--- src/sv/tshs_pkg.sv ---
// ----------------------------------------------------------------------------
// tshs_pkg
// Shared types, constants and character helpers for the token stem hash
// stream: code point ranges, suffix codes and the token record.
// ----------------------------------------------------------------------------
package tshs_pkg;

    // field widths
    localparam int CP_W      = 21;
    localparam int DOC_W     = 20;
    localparam int BUCKET_W  = 20;
    localparam int HASH_W    = 32;
    localparam int LEN_W     = 6;

    // defaults for the top level parameters
    localparam int MAX_CHARS_DEF    = 63;
    localparam int BUCKET_COUNT_DEF = 1000003;

    // djb2 seed
    localparam logic [HASH_W-1:0] DJB_SEED = 32'd5381;

    // code point ranges of word characters
    localparam logic [CP_W-1:0] CP_DIGIT_LO = 21'h00030;
    localparam logic [CP_W-1:0] CP_DIGIT_HI = 21'h00039;
    localparam logic [CP_W-1:0] CP_UPPER_LO = 21'h00041;
    localparam logic [CP_W-1:0] CP_UPPER_HI = 21'h0005A;
    localparam logic [CP_W-1:0] CP_LOWER_LO = 21'h00061;
    localparam logic [CP_W-1:0] CP_LOWER_HI = 21'h0007A;
    localparam logic [CP_W-1:0] CP_CYR_LO   = 21'h00410;
    localparam logic [CP_W-1:0] CP_CYR_UHI  = 21'h0042F;
    localparam logic [CP_W-1:0] CP_CYR_HI   = 21'h0044F;
    localparam logic [CP_W-1:0] CP_CYR_YO_U = 21'h00401;
    localparam logic [CP_W-1:0] CP_CYR_YO_L = 21'h00451;
    localparam logic [CP_W-1:0] CP_CASE_OFS = 21'h00020;

    // characters that make up the stripped suffixes
    localparam logic [CP_W-1:0] CP_CYR_O  = 21'h0043E;
    localparam logic [CP_W-1:0] CP_CYR_VE = 21'h00432;
    localparam logic [CP_W-1:0] CP_CYR_IE = 21'h00435;
    localparam logic [CP_W-1:0] CP_CYR_A  = 21'h00430;
    localparam logic [CP_W-1:0] CP_CYR_EM = 21'h0043C;
    localparam logic [CP_W-1:0] CP_LAT_I  = 21'h00069;
    localparam logic [CP_W-1:0] CP_LAT_N  = 21'h0006E;
    localparam logic [CP_W-1:0] CP_LAT_G  = 21'h00067;
    localparam logic [CP_W-1:0] CP_LAT_E  = 21'h00065;
    localparam logic [CP_W-1:0] CP_LAT_D  = 21'h00064;

    // suffix kind codes
    typedef enum logic [2:0] {
        SFX_NONE = 3'd0,
        SFX_OV   = 3'd1,
        SFX_EV   = 3'd2,
        SFX_AM   = 3'd3,
        SFX_YOM  = 3'd4,
        SFX_ING  = 3'd5,
        SFX_ED   = 3'd6
    } t_suffix;

    // one closed token on its way to the bucket pipeline
    typedef struct packed {
        logic [DOC_W-1:0]  doc;
        logic [HASH_W-1:0] hash;
        logic [LEN_W-1:0]  kept;
        logic [LEN_W-1:0]  raw;
        t_suffix           kind;
    } t_tok;

    // word character test
    function automatic logic is_word(input logic [CP_W-1:0] c);
        return (c >= CP_DIGIT_LO && c <= CP_DIGIT_HI) ||
               (c >= CP_UPPER_LO && c <= CP_UPPER_HI) ||
               (c >= CP_LOWER_LO && c <= CP_LOWER_HI) ||
               (c >= CP_CYR_LO   && c <= CP_CYR_HI)   ||
               (c == CP_CYR_YO_U) || (c == CP_CYR_YO_L);
    endfunction

    // fold upper case Latin and Cyrillic to lower case
    function automatic logic [CP_W-1:0] to_lower(input logic [CP_W-1:0] c);
        logic [CP_W-1:0] r;
        r = c;
        if (c >= CP_UPPER_LO && c <= CP_UPPER_HI) begin
            r = c + CP_CASE_OFS;
        end else if (c >= CP_CYR_LO && c <= CP_CYR_UHI) begin
            r = c + CP_CASE_OFS;
        end else if (c == CP_CYR_YO_U) begin
            r = CP_CYR_YO_L;
        end
        return r;
    endfunction

endpackage

--- src/sv/token_stem_hash_stream.sv ---
// ----------------------------------------------------------------------------
// token_stem_hash_stream
// Streaming tokenizer: one code point per transfer in, one stemmed token
// record with its djb2 hash and bucket out for each token closed.
//
//   channel  direction  handshake            payload
//   input    in         i_valid / o_stall    i_code_point, i_end_of_doc
//   result   out        o_valid / i_stall    o_doc_tag .. o_suffix_kind
//   config   in         i_cfg_wr_en          i_cfg_wr_data (doc number)
//
// One code point is taken every cycle while o_stall is low; the hash update
// in the token stage sets that figure. A token record reaches the result
// register through the input register, the bucket input register, the
// quotient and remainder multiply stages and the correcting subtract.
// Reset is synchronous and clears the token state and all valid bits.
// A stall on the result side fills the pipeline bubbles first and then
// holds o_stall high until a stage drains.
// ----------------------------------------------------------------------------
module token_stem_hash_stream
    import tshs_pkg::*;
#(
    parameter int MAX_CHARS    = MAX_CHARS_DEF,
    parameter int BUCKET_COUNT = BUCKET_COUNT_DEF
) (
    input  logic                i_clk,
    input  logic                i_rst_n,
    input  logic                i_valid,
    output logic                o_stall,
    input  logic [CP_W-1:0]     i_code_point,
    input  logic                i_end_of_doc,
    input  logic                i_cfg_wr_en,
    input  logic [DOC_W-1:0]    i_cfg_wr_data,
    output logic                o_valid,
    input  logic                i_stall,
    output logic [DOC_W-1:0]    o_doc_tag,
    output logic [BUCKET_W-1:0] o_bucket,
    output logic [HASH_W-1:0]   o_term_hash,
    output logic [LEN_W-1:0]    o_stemmed_length,
    output logic [LEN_W-1:0]    o_raw_length,
    output logic [2:0]          o_suffix_kind
);

    logic [DOC_W-1:0] r_doc_number;
    logic             tok_valid;
    logic             tok_stall;
    t_tok             tok;
    t_tok             res;

    // document number register
    always_ff @(posedge i_clk) begin
        if (!i_rst_n) begin
            r_doc_number <= '0;
        end else if (i_cfg_wr_en) begin
            r_doc_number <= i_cfg_wr_data;
        end
    end

    tshs_tokenizer #(
        .MAX_CHARS (MAX_CHARS)
    ) u_tokenizer (
        .i_clk        (i_clk),
        .i_rst_n      (i_rst_n),
        .i_valid      (i_valid),
        .o_stall      (o_stall),
        .i_code_point (i_code_point),
        .i_end_of_doc (i_end_of_doc),
        .i_doc_number (r_doc_number),
        .o_tok_valid  (tok_valid),
        .i_tok_stall  (tok_stall),
        .o_tok        (tok)
    );

    tshs_bucket #(
        .BUCKET_COUNT (BUCKET_COUNT)
    ) u_bucket (
        .i_clk       (i_clk),
        .i_rst_n     (i_rst_n),
        .i_tok_valid (tok_valid),
        .o_tok_stall (tok_stall),
        .i_tok       (tok),
        .o_valid     (o_valid),
        .i_stall     (i_stall),
        .o_tok       (res),
        .o_bucket    (o_bucket)
    );

    // unpack the result record
    assign o_doc_tag        = res.doc;
    assign o_term_hash      = res.hash;
    assign o_stemmed_length = res.kept;
    assign o_raw_length     = res.raw;
    assign o_suffix_kind    = res.kind;

endmodule

--- src/sv/tshs_tokenizer.sv ---
// ----------------------------------------------------------------------------
// tshs_tokenizer
// Input register and token state. Appends lower-cased word characters to the
// pending token with a running djb2 hash, and on a closing character or the
// end of a document strips the suffix and hands the token record on.
// ----------------------------------------------------------------------------
module tshs_tokenizer
    import tshs_pkg::*;
#(
    parameter int MAX_CHARS = MAX_CHARS_DEF
) (
    input  logic             i_clk,
    input  logic             i_rst_n,
    input  logic             i_valid,
    output logic             o_stall,
    input  logic [CP_W-1:0]  i_code_point,
    input  logic             i_end_of_doc,
    input  logic [DOC_W-1:0] i_doc_number,
    output logic             o_tok_valid,
    input  logic             i_tok_stall,
    output t_tok             o_tok
);

    localparam int CNT_W = $clog2(MAX_CHARS + 1);

    logic              r_in_vld;
    logic [CP_W-1:0]   r_cp;
    logic              r_eod;

    logic [CNT_W-1:0]  r_count;
    logic [HASH_W-1:0] r_hash;
    logic [HASH_W-1:0] r_hist   [3];
    logic [CP_W-1:0]   r_recent [3];

    logic              word;
    logic              append;
    logic              close_now;
    logic              take;
    logic [CP_W-1:0]   lc;
    logic [CNT_W-1:0]  n_count;
    logic [HASH_W-1:0] n_hash;
    logic [HASH_W-1:0] n_hist   [3];
    logic [CP_W-1:0]   n_recent [3];
    t_suffix           kind;
    logic [LEN_W-1:0]  raw_len;

    // stage moves whenever the bucket pipeline can take a record
    assign take    = r_in_vld && !i_tok_stall;
    assign o_stall = r_in_vld && i_tok_stall;

    // hold the accepted character
    always_ff @(posedge i_clk) begin
        if (!i_rst_n) begin
            r_in_vld <= 1'b0;
        end else if (!o_stall) begin
            r_in_vld <= i_valid;
        end
    end

    always_ff @(posedge i_clk) begin
        if (!o_stall && i_valid) begin
            r_cp  <= i_code_point;
            r_eod <= i_end_of_doc;
        end
    end

    // classify and build the token state after this character
    always_comb begin
        word      = is_word(r_cp);
        lc        = to_lower(r_cp);
        append    = word && (r_count < CNT_W'(MAX_CHARS));
        close_now = !word || r_eod;
        n_count   = r_count;
        n_hash    = r_hash;
        n_hist    = r_hist;
        n_recent  = r_recent;
        if (append) begin
            n_count     = r_count + CNT_W'(1);
            n_hash      = {r_hash[HASH_W-6:0], 5'b0} + r_hash + HASH_W'(lc);
            n_hist[2]   = r_hist[1];
            n_hist[1]   = r_hist[0];
            n_hist[0]   = r_hash;
            n_recent[2] = r_recent[1];
            n_recent[1] = r_recent[0];
            n_recent[0] = lc;
        end
    end

    // pick the suffix, tested in priority order
    always_comb begin
        kind = SFX_NONE;
        if (n_count > CNT_W'(4) && n_recent[1] == CP_CYR_O && n_recent[0] == CP_CYR_VE) begin
            kind = SFX_OV;
        end else if (n_count > CNT_W'(4) && n_recent[1] == CP_CYR_IE
                     && n_recent[0] == CP_CYR_VE) begin
            kind = SFX_EV;
        end else if (n_count > CNT_W'(4) && n_recent[1] == CP_CYR_A
                     && n_recent[0] == CP_CYR_EM) begin
            kind = SFX_AM;
        end else if (n_count > CNT_W'(4) && n_recent[1] == CP_CYR_YO_L
                     && n_recent[0] == CP_CYR_EM) begin
            kind = SFX_YOM;
        end else if (n_count > CNT_W'(5) && n_recent[2] == CP_LAT_I
                     && n_recent[1] == CP_LAT_N && n_recent[0] == CP_LAT_G) begin
            kind = SFX_ING;
        end else if (n_count > CNT_W'(4) && n_recent[1] == CP_LAT_E
                     && n_recent[0] == CP_LAT_D) begin
            kind = SFX_ED;
        end
    end

    // assemble the closed token record
    always_comb begin
        raw_len     = LEN_W'(n_count);
        o_tok.doc   = i_doc_number;
        o_tok.raw   = raw_len;
        o_tok.kind  = kind;
        o_tok.hash  = n_hash;
        o_tok.kept  = raw_len;
        case (kind)
            SFX_NONE: begin
                o_tok.hash = n_hash;
                o_tok.kept = raw_len;
            end
            SFX_ING: begin
                o_tok.hash = n_hist[2];
                o_tok.kept = LEN_W'(n_count - CNT_W'(3));
            end
            default: begin
                o_tok.hash = n_hist[1];
                o_tok.kept = LEN_W'(n_count - CNT_W'(2));
            end
        endcase
    end

    assign o_tok_valid = r_in_vld && close_now && (n_count != '0);

    // advance the token state, clearing it when the token closes
    always_ff @(posedge i_clk) begin
        if (!i_rst_n) begin
            r_count  <= '0;
            r_hash   <= DJB_SEED;
            r_hist   <= '{DJB_SEED, DJB_SEED, DJB_SEED};
            r_recent <= '{'0, '0, '0};
        end else if (take) begin
            if (close_now) begin
                r_count  <= '0;
                r_hash   <= DJB_SEED;
                r_hist   <= '{DJB_SEED, DJB_SEED, DJB_SEED};
                r_recent <= '{'0, '0, '0};
            end else begin
                r_count  <= n_count;
                r_hash   <= n_hash;
                r_hist   <= n_hist;
                r_recent <= n_recent;
            end
        end
    end

endmodule

--- src/sv/tshs_bucket.sv ---
// ----------------------------------------------------------------------------
// tshs_bucket
// Reduces the term hash modulo the bucket count: a reciprocal multiply for
// the quotient estimate, a multiply and subtract for the remainder, then one
// correcting subtract into the result register.
// ----------------------------------------------------------------------------
module tshs_bucket
    import tshs_pkg::*;
#(
    parameter int BUCKET_COUNT = BUCKET_COUNT_DEF
) (
    input  logic                i_clk,
    input  logic                i_rst_n,
    input  logic                i_tok_valid,
    output logic                o_tok_stall,
    input  t_tok                i_tok,
    output logic                o_valid,
    input  logic                i_stall,
    output t_tok                o_tok,
    output logic [BUCKET_W-1:0] o_bucket
);

    // quotient estimate is at most one short, so the remainder stays below 2N
    localparam logic [HASH_W-1:0] RECIP = HASH_W'(64'h1_0000_0000 / 64'(BUCKET_COUNT));
    localparam int                REM_W = $clog2(2 * BUCKET_COUNT);
    localparam logic [REM_W-1:0]  BC_R  = REM_W'(BUCKET_COUNT);

    logic              r_v1, r_v2, r_v3, r_v4;
    t_tok              r_t1, r_t2, r_t3, r_t4;
    logic [HASH_W-1:0] r_q2;
    logic [REM_W-1:0]  r_rem3;
    logic [BUCKET_W-1:0] r_bucket4;

    logic              en1, en2, en3, en4;
    logic [63:0]       q_prod;
    logic [63:0]       qn_prod;
    logic [REM_W-1:0]  rem_raw;
    logic [REM_W-1:0]  rem_fix;

    // load enables: a stage loads when empty or when it drains this cycle
    assign en4         = !r_v4 || !i_stall;
    assign en3         = !r_v3 || en4;
    assign en2         = !r_v2 || en3;
    assign en1         = !r_v1 || en2;
    assign o_tok_stall = !en1;

    // datapath between stages
    always_comb begin
        q_prod  = 64'(r_t1.hash) * 64'(RECIP);
        qn_prod = 64'(r_q2) * 64'(BUCKET_COUNT);
        rem_raw = REM_W'(64'(r_t2.hash) - qn_prod);
        rem_fix = (r_rem3 >= BC_R) ? (r_rem3 - BC_R) : r_rem3;
    end

    // valid bits
    always_ff @(posedge i_clk) begin
        if (!i_rst_n) begin
            r_v1 <= 1'b0;
            r_v2 <= 1'b0;
            r_v3 <= 1'b0;
            r_v4 <= 1'b0;
        end else begin
            if (en1) r_v1 <= i_tok_valid;
            if (en2) r_v2 <= r_v1;
            if (en3) r_v3 <= r_v2;
            if (en4) r_v4 <= r_v3;
        end
    end

    // payload registers
    always_ff @(posedge i_clk) begin
        if (en1) begin
            r_t1 <= i_tok;
        end
        if (en2) begin
            r_t2 <= r_t1;
            r_q2 <= q_prod[63:32];
        end
        if (en3) begin
            r_t3   <= r_t2;
            r_rem3 <= rem_raw;
        end
        if (en4) begin
            r_t4      <= r_t3;
            r_bucket4 <= BUCKET_W'(rem_fix);
        end
    end

    assign o_valid  = r_v4;
    assign o_tok    = r_t4;
    assign o_bucket = r_bucket4;

endmodule

--- config.mk ---
export PLATFORM = sky130hd
export DESIGN_NAME = token_stem_hash_stream
export DESIGN_NICKNAME = d
export VERILOG_FILES = /design/src/sv/tshs_pkg.sv /design/src/sv/token_stem_hash_stream.sv /design/src/sv/tshs_tokenizer.sv /design/src/sv/tshs_bucket.sv
export SDC_FILE = /design/constraint.sdc
export NUM_CORES = 1
export LEC_CHECK = 0
export ABC_AREA = 1
export BUFFER_PORTS_ARGS = -buffer_cell sky130_fd_sc_hd__buf_2
export CELL_PAD_IN_SITES_DETAIL_PLACEMENT = 1
export CELL_PAD_IN_SITES_GLOBAL_PLACEMENT = 2
export CORE_ASPECT_RATIO = 1.75
export CORE_MARGIN = 5
export CORE_UTILIZATION = 40
export CTS_CLUSTER_DIAMETER = 200
export CTS_CLUSTER_SIZE = 28
export DETAILED_ROUTE_END_ITERATION = 7
export PLACE_DENSITY = 0.9
export SETUP_SLACK_MARGIN = 0.5
export SYNTH_ARGS = -nofsm -noshare
export SYNTH_HDL_FRONTEND = slang
export SYNTH_SLANG_ARGS = --single-unit
--- constraint.sdc ---
create_clock -name i_clk -period 10.65 [get_ports i_clk]
set_input_delay 1.065 -clock i_clk [delete_from_list [all_inputs] [get_ports i_clk]]
set_output_delay 1.065 -clock i_clk [all_outputs]
set_load 0.02 [all_outputs]
==> summary.txt, run 1 <==
Status
  – Outcome: finished, final reports clean

Clock tree
  – CTS tree: done
  – Post-CTS Repair Setup Buffers: 0
  – Skew-Pair Late Insertion Delay: 0.64 ns
  – Total CTS buffers: 24
  – Library cell used as clock root buffer: sky130_fd_sc_hd__clkbuf_16
  – Max Root-Sink Buffers: 3
  – Post-cts hold buffer count: 0
  – Number of cells upsized or downsized after cts: 0
  – Clk sinks: 566
  – Clock transition time at the flip-flop clock pins of the worst setup and hold paths: 0.12 ns
  – Max H-tree Level: 1

Power
  – Worst vdd rail ir drop: 0.119 mV
  – Leakage: 16.5 nW
  – Power density over the cells: 108 nW/µm²
  – Total power consumption of the routed design: 3.87 mW

Floorplanning
  – Core area: 83400 µm²
  – Total I/O pin count: 136
  – Starting density of the core: 0.403
  – Die Area: 90100 µm²
  – Site row count: 140
  – Die Span X: 229 µm
  – Height of the chip: 393 µm

Logic synthesis
  – Cell types occupying the most area after synthesis: sky130_fd_sc_hd__edfxtp_1 31%, sky130_fd_sc_hd__dfxtp_1 13%, sky130_fd_sc_hd__nand2_1 11%
  – Proportion of synthesized chip area in sequential cells: 0.440
  – Number of nets in the synthesized netlist: 4245
  – Top post-synthesis cells by count: 958 x sky130_fd_sc_hd__nand2_1, 485 x sky130_fd_sc_hd__inv_1, 344 x sky130_fd_sc_hd__edfxtp_1, 308 x sky130_fd_sc_hd__a21oi_1, 281 x sky130_fd_sc_hd__ha_1
  – Synthesis Warnings: 0
  – Number of storage elements in the synthesis netlist: 566
  – Mapped Area: 33600 µm²
  – Share of Yosys cell area claimed by the top area cell type: 0.307
  – Average footprint of a synthesized cell: 8.89 µm²
  – Leading cell type by number of instances after synthesis: sky130_fd_sc_hd__nand2_1
  – Leading area contributor after synthesis: sky130_fd_sc_hd__edfxtp_1
  – Post-Synthesis Cells: 3780
  – Top_reg_cell synth: sky130_fd_sc_hd__edfxtp_1
  – Distinct cells, synth: 54
  – Share of flip-flops with an asynchronous set or reset: 0
  – EDFF count, synth: 344

Global routing
  – Maximum number of pins on one net before global-route repair: 99
  – Overall routing resource usage: 0.198
  – Global-route wire length before repair: 146000 µm
  – Vias in the first global route: 27300
  – Grt ovf: 0
  – Antenna violations before repair: 1

Routing
  – Pre-Repair DR Iteration Count: 4
  – Number of DRC markers in iteration 0: 1080
  – Detailed-route DRC error count: 0
  – Highest routing layer actually used: met4
  – Post-DRT Antenna Nets: 0
  – M1 WL: 34200 µm
  – Number of vias per cell: 5.17
  – Total vias in the final route: 25300
  – Routed Wire Length: 90800 µm
  – Wirelength per Cell: 18.5 µm
  – DR WL met3: 2100 µm
  – Sum of met2 wire segment lengths after detailed routing: 50700 µm

Worst setup path
  – Critical path peak fanout: 6
  – CP Data Arrival Time: 6.20 ns
  – Endpoint required time on the critical path: 11.04 ns
  – Worst Path Class, Setup: flop to flop
  – Element type at the critical path start: flop
  – Type of destination of the critical path: flop

Place
  – Total half-perimeter wirelength after legalization and detailed placement: 69200 µm
  – Placed cell areas: 35100 µm²
  – Number of buffers added on ports: 135
  – Routability Congestion: 0.891

Finish
  – Area added between synthesis and finish: 6.68%
  – Layout cell share with drive strength beyond 1: 0.0719
  – Net count, final: 4284
  – Final cell area excluding filler cells: 35800 µm²
  – Number of antenna cells inserted: 0

Timing
  – RSZ-0062 raised after global routing: no
  – Minimum period implied by the final worst setup slack: 5.81 ns
  – Final setup violation count: 0
  – Final cycle utilization of the critical path: 0.546
  – Count of pins over their slew limit: 0
  – Number of failing hold endpoints at the final stage: 0
  – Worst slew pin tran: 0.994 ns
  – Slew margin rel.: 0.333
  – Setup Total Neg Slack: 0 ns
  – Maximum clock frequency: 172 MHz
  – Skew final: 0.0445 ns

Hold path
  – Tightest Hold Check Type: flop to flop

Flow run
  – Number of max-cap violations: 0
## cells in the final DEF (no fill, tap or decap), drive strengths merged, types with 4 or more instances in the layout
cell and instances:
clkinv 9, nand4 19, nand2 975, nand3 241, o221ai 7, o21a 8, o31ai 6, o21ai 144
dfxtp 222, nor3 13, clkbuf 42, nand3b 4, fa 137, edfxtp 344, ha 281, buf 156
a221oi 4, nor4 9, o211ai 15, xor2 59, inv 521, a31oi 6, xnor2 39, nor2 246
a21oi 308
## where the power goes
group | switching [mW] | total (mW) | internal, mW
logic | 0.206 | 0.302 | 0.0966
clock network | 0.715 | 1.16 | 0.441
registers | 0.0364 | 2.41 | 2.37
total | 0.956 | 3.87 | 2.91
## area by class of cell
class | count | area [µm²]
repair buffers | 156 | 833
multi-input cells | 2543 | 16200
flip-flops and latches | 566 | 14800
well taps | 1065 | 1330
clock inverters | 2 | 46.3
clock buffers | 42 | 668
inverters | 528 | 1990
fillers | 9866 | 47500
## routing by layer
layer | vias to the layer above | GRT usage
met5 | - | 0
met4 | 0 | 0.0762
met3 | 167 | 0.0158
met2 | 364 | 0.399
met1 | 12400 | 0.210
li1 | 12400 | -
## cells by family after synthesis
| logic type | after synthesis | synth area share |
|---|---|---|
| xor gates and xnor gates | 98 | 0.0255 |
| and+or+nand+nor | 1510 | 0.186 |
| buffers and inverters | 671 | 0.0793 |
| AOI/OAI and AO/OA | 514 | 0.0821 |
| adders and majority gates | 418 | 0.186 |
| muxes | 3 | 0.000894 |
| DFF | 566 | 0.440 |
## per-stage QoR
stage / cells / util / setup slack (ns) / hold slack, ns
after floorplan: 3780 / - / 1.06 / 0.400
after global placement: 4858 / 0.421 / 4.79 / 0.400
after detailed placement: 4858 / 0.421 / 4.76 / 0.406
after CTS: 4902 / 0.430 / 4.74 / 0.425
after global routing: 4902 / 0.430 / 4.41 / 0.435
final: 4902 / 0.430 / 4.84 / 0.424
## worst paths after layout
path                                 startpoint                          end  slack (ns)  cells after the start
setup / recovery  u_tokenizer.r_cp[5]$_DFFE_PP_  u_bucket.r_t1[46]$_DFFE_PP_        4.84                     27
hold / removal      u_bucket.r_t2[47]$_DFFE_PP_  u_bucket.r_t3[47]$_DFFE_PP_        0.42                      0
setup reg to reg  u_tokenizer.r_cp[5]$_DFFE_PP_  u_bucket.r_t1[46]$_DFFE_PP_        4.84                     27
hold reg to reg     u_bucket.r_t2[47]$_DFFE_PP_  u_bucket.r_t3[47]$_DFFE_PP_        0.42                      0
## registers in the layout, summed over array words and instances (netlist names), 32 cells and up
| signal | count |
|---|---|
| u_tokenizer.r_hash | 32 |
| u_bucket.r_t1 | 67 |
| u_bucket.r_t2 | 67 |
| u_bucket.o_tok | 67 |
| u_tokenizer.r_recent | 63 |
| u_bucket.r_t3 | 67 |
| u_tokenizer.r_hist | 96 |
## critical path, cell delays in order, from the launching register on
cell	delay [ns]
sky130_fd_sc_hd__edfxtp_1	0.50
sky130_fd_sc_hd__ha_1	0.33
sky130_fd_sc_hd__inv_1	0.08
sky130_fd_sc_hd__nand2_1	0.07
sky130_fd_sc_hd__clkinv_1	0.05
sky130_fd_sc_hd__nand2_1	0.04
sky130_fd_sc_hd__nor2_1	0.22
sky130_fd_sc_hd__nand3_1	0.13
sky130_fd_sc_hd__nand2_2	0.13
sky130_fd_sc_hd__nand2_1	0.14
sky130_fd_sc_hd__o21ai_0	0.53
sky130_fd_sc_hd__ha_1	0.35
sky130_fd_sc_hd__ha_1	0.32
sky130_fd_sc_hd__a21oi_1	0.10
sky130_fd_sc_hd__o21ai_0	0.29
sky130_fd_sc_hd__nor2_1	0.13
sky130_fd_sc_hd__o21ai_0	0.49
sky130_fd_sc_hd__a21oi_1	0.20
sky130_fd_sc_hd__o31ai_1	0.67
sky130_fd_sc_hd__a21oi_1	0.17
sky130_fd_sc_hd__xor2_1	0.17
sky130_fd_sc_hd__nand2_1	0.06
sky130_fd_sc_hd__o21ai_0	0.09
sky130_fd_sc_hd__inv_1	0.07
sky130_fd_sc_hd__nand3_1	0.08
sky130_fd_sc_hd__nand2_1	0.06
sky130_fd_sc_hd__inv_1	0.05
sky130_fd_sc_hd__nand2_1	0.04
Power figures use the tool's default switching activity.
==> inputs of run 2 (changes only) <==
Settings changed: CORE_UTILIZATION 40 to 36, PLACE_DENSITY 0.9 to 0.86.
Clock period 10.65 ns to 5.17 ns, I/O delays scaled along.
==> run 2 against run 1 <==
Against the previous run:
- critical path depth fell by 12
- first-iteration DRC count fell by 23%
- worst setup slack got worse by 4.3 ns
- largest power group unchanged
- highest routed layer unchanged
==> summary.txt, run 2 (same netlist as run 1, synthesis figures left out) <==
Status
  – Outcome: finished, final reports clean

Clock tree
  – Library cell used as clock root buffer: sky130_fd_sc_hd__clkbuf_16
  – Max Root-Sink Buffers: 3 (unchanged)
  – Skew-Pair Late Insertion Delay: 0.64 ns (about the same)
  – CTS tree: done
  – Clk sinks: 566 (unchanged)
  – Total CTS buffers: 24 (unchanged)
  – Clock transition time at the flip-flop clock pins of the worst setup and hold paths: 0.13 ns (about the same)
  – Max H-tree Level: 1 (unchanged)

Timing
  – Final cycle utilization of the critical path: 0.892 (+0.346)
  – Count of pins over their slew limit: 0 (unchanged)
  – Skew final: 0.0434 ns (-0.00104 ns)
  – Worst slew pin tran: 1.18 ns (+0.186 ns)
  – Number of failing hold endpoints at the final stage: 0 (unchanged)
  – Maximum clock frequency: 217 MHz (+26%)
  – RSZ-0062 raised after global routing: yes
  – Slew margin rel.: 0.209 (-0.125)
  – Minimum period implied by the final worst setup slack: 4.61 ns (-1.20 ns)
  – Worst path setup slack after routing: 0.558 ns (-4.28 ns)
  – Final setup violation count: 0 (unchanged)

Floorplanning
  – Die Span X: 241 µm (+5.2%)
  – Core area: 92800 µm² (+11%)
  – Die Area: 99800 µm² (+11%)
  – Starting density of the core: 0.362 (-0.0408)
  – Height of the chip: 414 µm (+5.3%)
  – Total I/O pin count: 136 (unchanged)
  – Site row count: 148 (+5.7%)

Routing
  – Post-DRT Antenna Nets: 0 (unchanged)
  – Number of vias per cell: 4.97 (-3.8%)
  – Detailed-route DRC error count: 0 (unchanged)
  – Wirelength per Cell: 18.3 µm (-1.2%)
  – Number of DRC markers in iteration 0: 829 (-23%)
  – Pre-Repair DR Iteration Count: 5 (+1)
  – Routed Wire Length: 94600 µm (+4.2%)
  – Total vias in the final route: 25700 (+1.4%)

Worst setup path
  – Worst path cell trace: inv_2, fa_1, fa_1, inv_2, ha_4, fa_1, inv_1, fa_1, fa_1, ha_4, inv_2, nor3_1, a2111oi_2, o31ai_1, xor2_1
  – Endpoint required time on the critical path: 5.55 ns (-5.49 ns)
  – Element type at the critical path start: flop
  – CP dominant cell by count: sky130_fd_sc_hd__fa_1
  – Number of buffer and inverter instances along the worst setup path: 4 (unchanged)
  – CP Data Arrival Time: 4.99 ns (-1.21 ns)
  – Worst Path Class, Setup: flop to flop
  – CP top delay family: adder cells
  – Critical Path Max Stage Delay: 0.54 ns (-0.13 ns)
  – Library cell contributing the largest single delay on the critical path: sky130_fd_sc_hd__fa_1
  – Type of destination of the critical path: flop
  – Slack of the worst reg-to-reg path: 0.56 ns (-4.28 ns)
  – Critical path peak fanout: 3 (-3)

Global routing
  – Global-route wire length before repair: 149000 µm (+2.3%)
  – Grt ovf: 0 (unchanged)
  – Antenna violations before repair: 0 (-1)
  – Maximum number of pins on one net before global-route repair: 79 (-20%)
  – Overall routing resource usage: 0.185 (-0.0132)
  – Vias in the first global route: 27600 (+1.1%)

Power
  – Leakage: 17.3 nW (+4.5%)
  – Power density over the cells: 214 nW/µm² (+98%)
  – Worst vdd rail ir drop: 0.260 mV (+120%)

Finish
  – Fill cell total of the finished layout: 10800 (+9.6%)
  – Net count, final: 4417 (+3.1%)
  – Area added between synthesis and finish: 12.4%
  – Register with the most flip-flops: u_tokenizer.r_hist
  – Number of antenna cells inserted: 0 (unchanged)
  – Final cell area excluding filler cells: 37800 µm² (+5.3%)
  – Layout cell share with drive strength beyond 1: 0.129 (+0.0570)
  – Commonest non-fill, non-tap cell in the layout: sky130_fd_sc_hd__nand2_1
  – Flip-flop count of the largest register, all copies and words added: 96 (unchanged)
  – Most used cells in the layout excluding fill and tap cells: 942 x sky130_fd_sc_hd__nand2_1, 468 x sky130_fd_sc_hd__inv_1, 344 x sky130_fd_sc_hd__edfxtp_1

Place
  – Routability Congestion: 0.893 (+0.17%)
  – Worst-case setup slack after placement: 0.185 ns (-4.58 ns)
  – Placed cell areas: 35800 µm² (+1.9%)
  – Total half-perimeter wirelength after legalization and detailed placement: 71100 µm (+2.8%)
  – Number of buffers added on ports: 135 (unchanged)

Flow run
  – Number of max-cap violations: 0 (unchanged)

Hold path
  – Tightest Hold Check Type: primary input to flop
## run 2: final cells by class
cell class / instances / area, µm² / share of cell area
timing repair buffer: 288 / 1960 / 0.0518
sequential: 566 / 14800 / 0.391
inverter: 528 / 2000 / 0.0531
multi-input combinational: 2544 / 16800 / 0.445
clock buffer: 42 / 668 / 0.0177
clock inverter: 2 / 46.3 / 0.00123
tap: 1200 / 1500 / 0.0398
## run 2: power by group
part           switching [mW]  total, mW  internal, mW
sequential             0.0633       4.95          4.89
combinational           0.472      0.735         0.263
clock                    1.49       2.40         0.909
total                    2.02       8.08          6.06
## run 2: per-layer routing
layer | wire length (µm) | GRT usage | up-vias
li1 | - | - | 12600
met1 | 34300 | 0.192 | 12700
met2 | 55000 | 0.383 | 279
met3 | 1910 | 0.0118 | 141
met4 | 3420 | 0.0573 | 0
met5 | 0 | 0 | -
## run 2: stage by stage
step	util	hold WS, ns	instances	setup TNS [ns]	power (mW)
CTS	0.398	0.00235	5124	0	8.14
detailed placement	0.386	0.406	5039	0	5.71
global route	0.407	0.0188	5170	0	8.43
global placement	0.386	0.401	5039	0	5.69
floorplan	-	0.400	3780	-38.93	5.46
finish	0.407	0.0507	5170	0	8.08
## run 2: final timing paths
kind,startpoint,to,cells past startpoint
setup / recovery,u_bucket.r_q2[3]$_DFFE_PP_,u_bucket.r_rem3[20]$_DFFE_PP_,15
hold / removal,i_code_point[1],u_tokenizer.r_cp[1]$_DFFE_PP_,1
setup reg to reg,u_bucket.r_q2[3]$_DFFE_PP_,u_bucket.r_rem3[20]$_DFFE_PP_,15
hold reg to reg,u_bucket.r_t3[34]$_DFFE_PP_,u_bucket.o_tok[34]$_DFFE_PP_,0
## run 2: what timing repair did
item	4_1_cts	5_1_grt
buffers inserted	39	45
gates resized for setup	22	120
hold buffers	2	0
endpoints found under the setup margin	24	59
pin swaps	4	42
gates cloned	0	1
hold endpoints to repair	2	0
## run 2: worst register-to-register path, delay by kind of cell (launching register included)
family	cells	cell delay, ns
AND/OR/NAND/NOR	1	0.06
flip-flops	1	0.45
AO/OA/AOI/OAI	2	0.47
adder cells (fa/ha/maj)	7	2.94
buffers and inverters	4	0.28
XOR/XNOR	1	0.16
==> inputs of run 3 (changes only) <==
Settings changed: ABC_AREA 1 to not set, CORE_UTILIZATION 36 to 38, PLACE_DENSITY 0.86 to 0.85.
==> run 3 against run 2 <==
Against the previous run:
- the run now ends with setup timing left
- hold slack lost 0.00074 ns
- core utilization grew 5.2 points
- clock-buffer cell count is the same
- critical path type unchanged
==> summary.txt, run 3 <==
Logic synthesis
  – Mapped Area: 31400 µm² (-6.5%)
  – Multiplexer area fraction after synthesis: 0.0130 (+0.0121)
  – Dominant combinational cell family by area after synthesis: adder cells
  – Cell types occupying the most area after synthesis: sky130_fd_sc_hd__edfxtp_1 33%, sky130_fd_sc_hd__dfxtp_1 14%, sky130_fd_sc_hd__ha_1 11%
  – Compound-Gate Fraction of Synth Area: 0.108 (+0.0263)
  – Share of Yosys cell area claimed by the top area cell type: 0.329 (+0.0212)
  – EDFF count, synth: 344 (unchanged)
  – Share of flip-flops with an asynchronous set or reset: 0 (unchanged)
  – Proportion of synthesized chip area in sequential cells: 0.470 (+0.0303)
  – Post-Synthesis Cells: 2818 (-25%)
  – Leading cell type by number of instances after synthesis: sky130_fd_sc_hd__edfxtp_1
  – Top post-synthesis cells by count: 344 x sky130_fd_sc_hd__edfxtp_1, 282 x sky130_fd_sc_hd__inv_1, 281 x sky130_fd_sc_hd__ha_1, 222 x sky130_fd_sc_hd__dfxtp_1, 208 x sky130_fd_sc_hd__nand2_1
  – Leading area contributor after synthesis: sky130_fd_sc_hd__edfxtp_1
  – Fraction of synthesized cell area in xor and xnor cells: 0.0259 (+0.000370)
  – Number of nets in the synthesized netlist: 3283 (-23%)
  – Top_reg_cell synth: sky130_fd_sc_hd__edfxtp_1
  – Synthesis Warnings: 0 (unchanged)
  – Average footprint of a synthesized cell: 11.2 µm² (+25%)
  – Number of storage elements in the synthesis netlist: 566 (unchanged)
  – Adder-Cell Fraction of Synth Area: 0.199 (+0.0129)
  – Distinct cells, synth: 86 (+59%)
  – Simple-gate area share of the yosys netlist: 0.133 (-0.0527)

Timing
  – Maximum clock frequency: 189 MHz (-13%)
  – Worst slew pin tran: 1.30 ns (+0.117 ns)
  – Number of failing hold endpoints at the final stage: 0 (unchanged)
  – Minimum period implied by the final worst setup slack: 5.29 ns (+0.682 ns)
  – Worst path setup slack after routing: -0.124 ns (-0.682 ns)
  – RSZ-0062 raised after global routing: yes
  – Slew margin rel.: 0.136 (-0.0729)
  – Final setup violation count: 6 (+6)
  – Setup Total Neg Slack: -0.404 ns (-0.404 ns)
  – Count of pins over their slew limit: 0 (unchanged)
  – Hold Worst Slack: 0.0499 ns (-0.000736 ns)
  – Skew final: 0.0466 ns (+0.00322 ns)
  – Final cycle utilization of the critical path: 1.02 (+0.132)

Worst setup path
  – Number of buffer and inverter instances along the worst setup path: 4 (unchanged)
  – Critical Path Max Stage Delay: 0.53 ns (about the same)
  – Element type at the critical path start: flop
  – CP Data Arrival Time: 5.66 ns (+0.67 ns)
  – FF-to-FF path depth: 20 (+5)
  – CP dominant cell by count: sky130_fd_sc_hd__o21a_1
  – End point of the critical path: u_bucket.r_q2[12]$_DFFE_PP_
  – Slack of the worst reg-to-reg path: -0.12 ns (-0.68 ns)
  – First element of the critical path: u_bucket.r_t1[33]$_DFFE_PP_
  – RR Startpoint: u_bucket.r_t1[33]$_DFFE_PP_
  – Endpoint required time on the critical path: 5.53 ns (-0.02 ns)
  – Cell depth of the worst setup path: 20 (+5)
  – Library cell contributing the largest single delay on the critical path: sky130_fd_sc_hd__edfxtp_1
  – Worst Path Class, Setup: flop to flop
  – Worst path cell trace: ha_4, inv_2, fa_1, inv_1, fa_1, fa_1, ha_1, o21a_1, o211ai_1, buf_4, a2111o_1, nor3_4, a2111oi_4, buf_4, o31ai_4, o41ai_2, o21ai_1, o21a_1, o21a_1, o21a_1
  – CP top delay family: adder cells
  – Critical path peak fanout: 3 (unchanged)
  – Worst reg2reg endpoint: u_bucket.r_q2[12]$_DFFE_PP_
  – Type of destination of the critical path: flop

Routing
  – Routed Wire Length: 88600 µm (-6.4%)
  – Detailed-route DRC error count: 0 (unchanged)
  – Post-DRT Antenna Nets: 0 (unchanged)
  – Total vias in the final route: 22500 (-12%)
  – Wirelength per Cell: 20.9 µm (+14%)
  – Pre-Repair DR Iteration Count: 5 (unchanged)
  – Number of DRC markers in iteration 0: 1022 (+23%)
  – Number of vias per cell: 5.32 (+7.0%)

Finish
  – Layout cell share with drive strength beyond 1: 0.225 (+0.0964)
  – Final cell area excluding filler cells: 37700 µm² (-0.11%)
  – Register with the most flip-flops: u_tokenizer.r_hist
  – Commonest non-fill, non-tap cell in the layout: sky130_fd_sc_hd__edfxtp_1
  – Flip-flop count of the largest register, all copies and words added: 96 (unchanged)
  – Net count, final: 3629 (-18%)
  – Area added between synthesis and finish: 20.0%
  – Count of placed standard cells in the final layout, fillers left out: 4239 (-18%)
  – Most used cells in the layout excluding fill and tap cells: 344 x sky130_fd_sc_hd__edfxtp_1, 272 x sky130_fd_sc_hd__inv_1, 259 x sky130_fd_sc_hd__ha_1
  – Number of antenna cells inserted: 0 (unchanged)

Place
  – Routability Congestion: 0.913 (+2.2%)
  – Total half-perimeter wirelength after legalization and detailed placement: 66900 µm (-5.8%)
  – Placed cell count: 4084 (-19%)
  – Number of buffers added on ports: 135 (unchanged)
  – Placed cell areas: 34700 µm² (-3.0%)

Clock tree
  – Skew-Pair Late Insertion Delay: 0.63 ns (about the same)
  – Library cell used as clock root buffer: sky130_fd_sc_hd__clkbuf_16
  – Post-cts hold buffer count: 0 (-2)
  – Clk sinks: 566 (unchanged)
  – Total CTS buffers: 24 (unchanged)
  – Max Root-Sink Buffers: 3 (unchanged)
  – Clock transition time at the flip-flop clock pins of the worst setup and hold paths: 0.13 ns (about the same)
  – CTS tree: done
  – Max H-tree Level: 1 (unchanged)

Floorplanning
  – Height of the chip: 390 µm (-5.7%)
  – Die Span X: 227 µm (-5.6%)
  – Die Area: 88800 µm² (-11%)
  – Total I/O pin count: 136 (unchanged)
  – Starting density of the core: 0.383 (+0.0207)
  – Site row count: 139 (-6.1%)
  – Core area: 82100 µm² (-12%)

Hold path
  – Tightest Hold Check Type: primary input to flop

Global routing
  – Global-route wire length before repair: 137000 µm (-8.0%)
  – Vias in the first global route: 25000 (-9.4%)
  – Overall routing resource usage: 0.194 (+0.00866)
  – Grt ovf: 0 (unchanged)
  – Antenna violations before repair: 0 (unchanged)
  – Maximum number of pins on one net before global-route repair: 128 (+62%)

Power
  – Power density over the cells: 204 nW/µm² (-4.6%)
  – Total power consumption of the routed design: 7.70 mW (-4.7%)
  – Leakage: 16.4 nW (-4.9%)
  – Worst vdd rail ir drop: 0.301 mV (+16%)

Status
  – Outcome: finished, violations left
  – Failing checks: setup timing

Flow run
  – Number of max-cap violations: 0 (unchanged)
## run 3: changes by cell type in the layout (fill, tap and decap cells not counted), moves of 34 or more
cell,before,now
sky130_fd_sc_hd__nand2_1,942,195
sky130_fd_sc_hd__a21oi_1,290,73
sky130_fd_sc_hd__inv_1,468,272
sky130_fd_sc_hd__nor2b_1,0,183
sky130_fd_sc_hd__nand3_1,230,48
sky130_fd_sc_hd__a22oi_1,1,139
sky130_fd_sc_hd__buf_4,136,248
sky130_fd_sc_hd__nor2_1,208,97
sky130_fd_sc_hd__o21ai_0,116,41
sky130_fd_sc_hd__inv_2,48,9
sky130_fd_sc_hd__buf_6,7,43
sky130_fd_sc_hd__and2_1,1,35
sky130_fd_sc_hd__xor2_1,59,25
## run 3: kinds of logic (layout without fill, tap and decap cells)
| logic type | count (synthesis) | after routing |
|---|---|---|
| buffers and inverters | 402 | 766 |
| adders and majority gates | 418 | 418 |
| DFF | 566 | 566 |
| muxes | 40 | 40 |
| AOI/OAI and AO/OA | 499 | 499 |
| xor gates and xnor gates | 93 | 93 |
| and+or+nand+nor | 800 | 800 |
## run 3: stage by stage
stage,util,setup slack [ns]
floorplan,-,0.324
global placement,0.423,-0.0477
detailed placement,0.423,-0.220
CTS,0.445,-0.0899
global route,0.459,-0.313
finish,0.459,-0.124
## run 3: routing by layer
layer / vias to the layer above / GRT usage / wire, µm
li1: 10600 / - / -
met3: 187 / 0.0140 / 1920
met2: 361 / 0.397 / 51300
met4: 0 / 0.0851 / 4600
met1: 11400 / 0.194 / 30800
met5: - / 0 / 0
## run 3: worst min path at each step
| stage | start | cells after the start | slack (ns) | to |
|---|---|---|---|---|
| 2_1_floorplan | u_bucket.r_t3[0]$_DFFE_PP_ | 0 | 0.40 | u_bucket.o_tok[0]$_DFFE_PP_ |
| 3_3_place_gp | u_bucket.r_t1[53]$_DFFE_PP_ | 0 | 0.40 | u_bucket.r_t2[53]$_DFFE_PP_ |
| 3_5_place_dp | u_bucket.r_t3[32]$_DFFE_PP_ | 0 | 0.41 | u_bucket.o_tok[32]$_DFFE_PP_ |
| 4_1_cts | i_code_point[6] | 1 | 0.01 | u_tokenizer.r_cp[6]$_DFFE_PP_ |
| 5_1_grt | i_code_point[2] | 1 | 0.02 | u_tokenizer.r_cp[2]$_DFFE_PP_ |
| 6_report | i_code_point[6] | 1 | 0.05 | u_tokenizer.r_cp[6]$_DFFE_PP_ |
## run 3: power by group
| part | internal [mW] | total (mW) | switching, mW |
|---|---|---|---|
| registers | 4.80 | 4.84 | 0.0326 |
| clock network | 0.907 | 2.33 | 1.42 |
| logic | 0.241 | 0.537 | 0.296 |
| total | 5.95 | 7.70 | 1.75 |
## run 3: worst register-to-register path, stage by stage, from the launching register on
cell and delay (ns):
sky130_fd_sc_hd__edfxtp_1 0.53, sky130_fd_sc_hd__ha_4 0.32, sky130_fd_sc_hd__inv_2 0.03, sky130_fd_sc_hd__fa_1 0.48, sky130_fd_sc_hd__inv_1 0.05, sky130_fd_sc_hd__fa_1 0.50, sky130_fd_sc_hd__fa_1 0.42, sky130_fd_sc_hd__ha_1 0.29
sky130_fd_sc_hd__o21a_1 0.18, sky130_fd_sc_hd__o211ai_1 0.15, sky130_fd_sc_hd__buf_4 0.16, sky130_fd_sc_hd__a2111o_1 0.20, sky130_fd_sc_hd__nor3_4 0.07, sky130_fd_sc_hd__a2111oi_4 0.30, sky130_fd_sc_hd__buf_4 0.21, sky130_fd_sc_hd__o31ai_4 0.07
sky130_fd_sc_hd__o41ai_2 0.28, sky130_fd_sc_hd__o21ai_1 0.14, sky130_fd_sc_hd__o21a_1 0.21, sky130_fd_sc_hd__o21a_1 0.22, sky130_fd_sc_hd__o21a_1 0.21
## run 3: layout make-up
cell class | instances | area, µm²
fill | 8801 | 44400
timing repair buffer | 439 | 3300
sequential | 566 | 14800
multi-input combinational | 1850 | 16500
tap | 1057 | 1320
clock inverter | 2 | 46.3
clock buffer | 42 | 668
inverter | 283 | 1060
## run 3: what timing repair did
action                     4_1_cts  5_1_grt
buffers inserted                53       57
gates cloned                     0        1
setup endpoints to repair       69       73
resized for setup              146      162
pin swaps                      110      141
